$ cat src/hpf_pkg.sv
package hpf_pkg;

    // Sample and coefficient widths fixed by the stream and register layout.
    localparam int SAMPLE_W = 16;
    localparam int COEFF_W  = 15;
    localparam int COUNT_W  = 5;
    localparam int STATE_W  = 32;

    // Stage arithmetic widths: difference term, product and rounded result.
    localparam int DELTA_W = STATE_W + 2;
    localparam int PROD_W  = DELTA_W + COEFF_W + 1;
    localparam int Q15_SH  = 15;
    localparam int Y_W     = PROD_W - Q15_SH;

    // Rounding offset (one half in Q15) and the 16-bit saturation limits.
    localparam logic signed [PROD_W-1:0] ROUND_HALF = PROD_W'(16384);
    localparam logic signed [Y_W-1:0]    SAT_MAX    = Y_W'(32767);
    localparam logic signed [Y_W-1:0]    SAT_MIN    = -Y_W'(32768);

    // Configuration port.
    localparam int APB_AW = 3;
    localparam int APB_DW = 32;

    typedef enum logic {
        REG_COEFF  = 1'b0,
        REG_STAGES = 1'b1
    } hpf_reg_t;

    // What one cell hands to its neighbor.
    typedef struct packed {
        logic                       valid;
        logic signed [SAMPLE_W-1:0] sample;
    } hpf_link_t;

endpackage

$ cat src/hpf_cell.sv
module hpf_cell
    import hpf_pkg::*;
(
    input  logic                aclk,
    input  logic                aresetn,
    input  logic [COEFF_W-1:0]  alpha,
    input  logic                active,
    input  hpf_link_t           link_in,
    output hpf_link_t           link_out
);

    // Stage state: last input and last unsaturated output.
    logic signed [SAMPLE_W-1:0] x_prev_reg;
    logic signed [STATE_W-1:0]  y_prev_reg;

    // Middle pipeline register between the difference and the product.
    logic                       mid_valid_reg;
    logic signed [DELTA_W-1:0]  delta_reg;
    logic signed [SAMPLE_W-1:0] x_hold_reg;

    hpf_link_t                  out_reg;

    logic signed [DELTA_W-1:0]  delta_next;
    logic signed [PROD_W-1:0]   prod;
    logic signed [PROD_W-1:0]   rounded;
    logic signed [Y_W-1:0]      y_full;
    logic signed [SAMPLE_W-1:0] y_sat;

    // Difference term: y_prev + x - x_prev, exact in 34 bits.
    assign delta_next = DELTA_W'(y_prev_reg) + DELTA_W'(link_in.sample)
                        - DELTA_W'(x_prev_reg);

    // Q15 product rounded half up, then floor division by 32768.
    assign prod    = delta_reg * $signed({1'b0, alpha});
    assign rounded = prod + ROUND_HALF;
    assign y_full  = rounded[PROD_W-1:Q15_SH];

    // Saturate the exact result to the 16-bit sample range.
    always_comb begin
        if (y_full > SAT_MAX) begin
            y_sat = SAT_MAX[SAMPLE_W-1:0];
        end else if (y_full < SAT_MIN) begin
            y_sat = SAT_MIN[SAMPLE_W-1:0];
        end else begin
            y_sat = y_full[SAMPLE_W-1:0];
        end
    end

    // First step: register the difference term and the incoming sample.
    always_ff @(posedge aclk) begin
        if (!aresetn) begin
            mid_valid_reg <= 1'b0;
        end else begin
            mid_valid_reg <= link_in.valid;
        end
        if (link_in.valid) begin
            delta_reg  <= delta_next;
            x_hold_reg <= link_in.sample;
        end
    end

    // Second step: product, state update and hand-off to the next cell.
    // An inactive cell forwards the sample and keeps its state.
    always_ff @(posedge aclk) begin
        if (!aresetn) begin
            out_reg.valid <= 1'b0;
            x_prev_reg    <= '0;
            y_prev_reg    <= '0;
        end else begin
            out_reg.valid <= mid_valid_reg;
            if (mid_valid_reg && active) begin
                x_prev_reg <= x_hold_reg;
                y_prev_reg <= y_full[STATE_W-1:0];
            end
        end
        if (mid_valid_reg) begin
            out_reg.sample <= active ? y_sat : x_hold_reg;
        end
    end

    assign link_out = out_reg;

endmodule

$ cat config.mk
export PLATFORM = sky130hd
export DESIGN_NAME = hpf_cell
export DESIGN_NICKNAME = d
export VERILOG_FILES = /design/src/hpf_pkg.sv /design/src/hpf_cell.sv
export SDC_FILE = /design/constraint.sdc
export NUM_CORES = 2
export LEC_CHECK = 0
export BUFFER_PORTS_ARGS = -buffer_cell sky130_fd_sc_hd__clkbuf_2
export CAP_MARGIN = 20
export CORE_ASPECT_RATIO = 1.75
export CORE_MARGIN = 2
export CORE_UTILIZATION = 59
export CTS_CLUSTER_DIAMETER = 120
export DETAILED_ROUTE_END_ITERATION = 10
export PLACE_DENSITY = 0.79
export SKIP_LAST_GASP = 1
export SYNTH_ARGS = -nofsm -noshare
export SYNTH_HDL_FRONTEND = slang
export SYNTH_SLANG_ARGS = --single-unit
$ cat constraint.sdc
create_clock -name aclk -period 7.4 [get_ports aclk]
set_clock_uncertainty 0.15 [all_clocks]
set_input_delay 0.37 -clock aclk [delete_from_list [all_inputs] [get_ports aclk]]
set_output_delay 0.37 -clock aclk [all_outputs]
set_load 0.05 [all_outputs]
# Word-level counts from Yosys, hierarchy flattened
# Cells that the tools add are included.
# classes
n_reduce_logical	1
n_mux	3
multipliers	1
order_cmp	2
n_addsub	3
# ops
op	n
$add A50 B16 Y50 const B	1
$mul A34 B16 Y50	1
$mux W16	3
$gt A35 B16 Y1 const B	1
$lt A35 B16 Y1 const B	1
$sub A33 B16 Y34	1
$add A32 B16 Y33	1
$logic_and A1 B1 Y1	1
# word_totals
in_bits	35
wordCells	17
register_bits	116

# Logic depth before layout (Yosys ltp)
# logic_depth
word_depth	6
ltp_mapped	29

# Worst setup path after synthesis
# OpenSTA, ideal clock, no wires.
# synth_path
kind	input to register
startpoint	input alpha[1]
endpoint	register out_reg (netlist bit link_out[10]), data pin
t_required_ns	6.982
arrival_time_ns	6.842
slack_ns	0.140
setup_ns	0.268
cell_stages	24
path_buffers	3
cell_sequence	clkbuf_1 -> clkbuf_1 -> nand2_1 -> fa_1 -> fa_1 -> fa_1 -> inv_1 -> fa_1 -> fa_1 -> inv_1 -> fa_1 -> inv_1 -> ha_1 -> nand4_1 -> or3_1 -> a211o_1 -> a21o_2 -> a211oi_2 -> o21ai_1 -> nor2b_4 -> xnor2_2 -> nor2b_1 -> buf_6 -> o32ai_2
# synth_between
elab_chain_cells	6
elab_cells_between_ends	7
classes_between	add/sub: 1; mul: 1; order compare: 2; mux: 3
# synth_rtl
element	line_no	source
from (decl)	hpf_cell.sv:6	input logic [COEFF_W-1:0] alpha,
$mul A34 B16 Y50 *	hpf_cell.sv:34	assign prod = delta_reg * $signed({1'b0, alpha});
$add A50 B16 Y50 *	hpf_cell.sv:35	assign rounded = prod + ROUND_HALF;
$lt A35 B16 Y1	hpf_cell.sv:42	end else if (y_full < SAT_MIN) begin
$mux W16	hpf_cell.sv:42	
$mux W16 *	hpf_cell.sv:40	if (y_full > SAT_MAX) begin
$mux W16 *	hpf_cell.sv:77	out_reg.sample <= active ? y_sat : x_hold_reg;
to (decl)	hpf_cell.sv:21	hpf_link_t out_reg;
# Every way passes the cells marked *; elsewhere a longest branch is shown, timed or not.
# A chain may end at the register's enable or synchronous reset.

# Final worst setup path
# layout_path
startpoint	register delta_reg[8]
endpoint	register out_reg (netlist bit link_out[4]), data pin
# layout_between
elab_chain_cells	6
elab_cells_between_ends	7
classes_between	add/sub: 1; mul: 1; order compare: 2; mux: 3
# layout_rtl
element	line_no	source
from (decl)	hpf_cell.sv:18	logic signed [DELTA_W-1:0] delta_reg;
from (signal assigned)	hpf_cell.sv:57	delta_reg <= delta_next;
$mul A34 B16 Y50 *	hpf_cell.sv:34	
$add A50 B16 Y50 *	hpf_cell.sv:35	
$lt A35 B16 Y1	hpf_cell.sv:42	
$mux W16	hpf_cell.sv:42	
$mux W16 *	hpf_cell.sv:40	
$mux W16 *	hpf_cell.sv:77	
# Marks and branches as above.

==> flow_summary.ini <==
[layout]
antennaDiodeCount = 0
design_area_sq_um = 28900
drive_above_1_share_pct = 14.4
instances_no_fill = 3580
fill_cells = 3167
ff_latch_area_sq_um = 2980
finalCoreUtilization_pct = 68.1
nets = 3734
area_growth_pct = 14.6
multiInputGateArea_sq_um = 19600
largest_register_ffs = 34

[yosys]
yosysTopAreaCellShare_pct = 40.5
ys.flop_type = edfxtp_1
ys_async_sr_fraction_pct = 0
synth_common_cells = 680 x inv_1, 511 x fa_1, 383 x nand2_1, 240 x and2_1, 182 x ha_1
netlist_area_sq_um = 25200
synth_nets = 3533
avgSynthCellArea_sq_um = 8.99
postSynthCellCount = 2805
ys_top_cells_by_area = fa_1 41%, inv_1 10%, ha_1 9.0%, edfxtp_1 7.9%, and2_1 6.0%
synth_largest_area_cell = fa_1
ys_seq_elements = 116
ys_seq_area_share_pct = 11.8
synth_most_common_cell = inv_1
synth_cell_types = 85
yosysWarnings = 0
synth_edf_count = 66

[place]
dpl_cell_area_sq_um = 27300
dpl.hpwl_mm = 54.8
dp.cells = 3497
io_buffers = 51
place.gp.congestion = 0.961

[global_route]
grt_usage_pct = 30.5
grt_max_degree = 52
grt_pass1_wl_mm = 107
overflow = 0
grt_pass1_vias = 22300
antenna_found_initial = 0

[timing]
fmax_mhz = 136
min_period_ps = 7370
maxSlewHeadroom_pct = 31.4
setup_viol = 0
rsz0062_at_grt = yes
fin_crit_sh_pct = 99.6
hold_violations = 0
worst_pin_slew_ps = 1020
final-max-slew-violation-count = 0

[critical_path]
reg2reg_from = delta_reg[8]
endpoint_kind = register
crit_fanout = 8
worstPathArrival_ps = 7460
crit_type = register to register
required_ps = 7490
r2r_setup_slack_ps = 30
reg2reg_depth = 26
worstSetupStartpointType = register
worstReg2RegEnd = link_out[4]

[run]
max-cap-violations = 0

[routing]
ant_nets = 0
wl_mm = 65.3
wl_per_cell_microns = 18.2
drt-vias-per-instance = 5.55
drc = 0
num_vias = 19900
drtIter0Drc = 1080
dr.pass1.iters = 7

[die]
die_width_microns = 160
start_util_pct = 59.5
dieArea_sq_um = 44500
core_sq_um = 42400
die_height_microns = 278
ios = 52
rows = 100

[worst_hold_path]
min_to = y_prev_reg[8]
hp-start = aresetn
hp-class = input port to register
worstHoldPathCells = 2

[clock_network]
cts_tree = yes
numCtsBuffers = 17
htreeDepth = 4
clkTransAtPathRegs_ps = 60
numClockSinks = 116
clkLatencyLatePin_ps = 420
root_buffer = clkbuf_16
cts_buffer_depth = 2

[status]
status = complete, no violations
==> worst max path at each step <==
stage | start | to | depth (start not counted)
2_1_floorplan | alpha[1] | link_out[10] | 24
6_report | delta_reg[8] | link_out[4] | 26
3_3_place_gp | alpha[1] | link_out[1] | 29
3_5_place_dp | alpha[4] | link_out[5] | 28
5_1_grt | delta_reg[5] | link_out[2] | 28
4_1_cts | delta_reg[16] | link_out[6] | 27
==> layout make-up <==
| type | count | share of cell area, % |
|---|---|---|
| clock buffer | 17 | 1.47 |
| clock inverter | 15 | 0.537 |
| sequential | 116 | 10.3 |
| multi-input combinational | 1887 | 67.9 |
| tap | 561 | 2.43 |
| timing repair buffer | 303 | 8.46 |
| inverter | 681 | 8.84 |
==> cell families (layout without fill, tap and decap cells) <==
kind of cell,count (synthesis),in the layout,share of synthesized area [%]
simple gates,824,824,15.8
buf+inv,802,1016,12.2
fa+ha+maj,693,693,49.6
compound gates,301,301,8.06
flops,116,116,11.8
xor+xnor,59,59,2.15
mux,10,10,0.407
==> cell usage in the layout, fill, tap and decap left out, types with 5 or more instances in the layout <==
cell type	count
nand3_1	15
fa_2	6
nor2b_1	11
ha_1	174
o21ai_1	6
dfxtp_1	50
o211ai_1	11
nand2_2	6
fa_1	505
a21oi_1	96
o21ai_2	5
a21o_1	25
or3_1	6
mux2i_1	8
edfxtp_1	66
nor3_1	25
buf_6	11
and2_1	226
clkbuf_16	17
ha_4	8
o21bai_1	9
and2_4	14
o32ai_1	5
xor2_1	11
clkbuf_2	52
nand2_1	376
and3_1	8
o21a_1	10
dlygate4sd3_1	16
buf_4	207
o32ai_2	9
buf_12	16
o21ai_0	42
nand2b_1	8
a21oi_2	13
a211oi_1	15
inv_1	680
nand4_1	16
nor2_1	82
xnor2_1	43
==> worst max-delay path, cell delays in order, from the launching register on <==
cell and delay [ps]:
edfxtp_1 510, and2_1 230, fa_1 500, inv_1 50
fa_1 480, fa_1 520, inv_1 60, fa_1 560
fa_1 430, fa_1 500, ha_4 300, and3_4 200
and3_4 180, o211ai_1 80, buf_4 160, a21bo_4 230
a211o_4 360, a21o_4 250, a21o_1 200, a211oi_2 290
buf_4 160, a21oi_2 30, nand4_1 140, nor3_4 60
buf_12 140, buf_12 140, o32ai_1 260
==> what timing repair did <==
action | 4_1_cts | 5_1_grt
endpoints found under the setup margin | 15 | 15
setup buffers | 11 | 23
hold buffers | 16 | 0
gates resized for setup | 30 | 81
pin swaps | 19 | 42
cloned | 1 | 0
hold endpoints to repair | 16 | 0
==> metal layers <==
metal / track usage [%] / share of wire, % / wire, microns / up-vias
met3: 3.23 / 4.0 / 2620 / 291
met4: 17.1 / 6.4 / 4190 / 0
li1: - / - / - / 8857
met1: 31.8 / 34 / 22000 / 9994
met5: 0 / 0 / 0 / -
met2: 58.8 / 56 / 36500 / 719
==> through the flow <==
stage | hold WS [ps] | setup TNS [ps] | setup WS (ps)
2_1_floorplan | 286 | 0 | 140
3_3_place_gp | 292 | -2960 | -201
3_5_place_dp | 300 | -4150 | -286
4_1_cts | 147 | -2.14 | -2.14
5_1_grt | 166 | -2070 | -173
6_report | 135 | 0 | 33.3
Power is not shown: default switching activity piles up to over one toggle a cycle in this logic, so the estimate is an artifact.
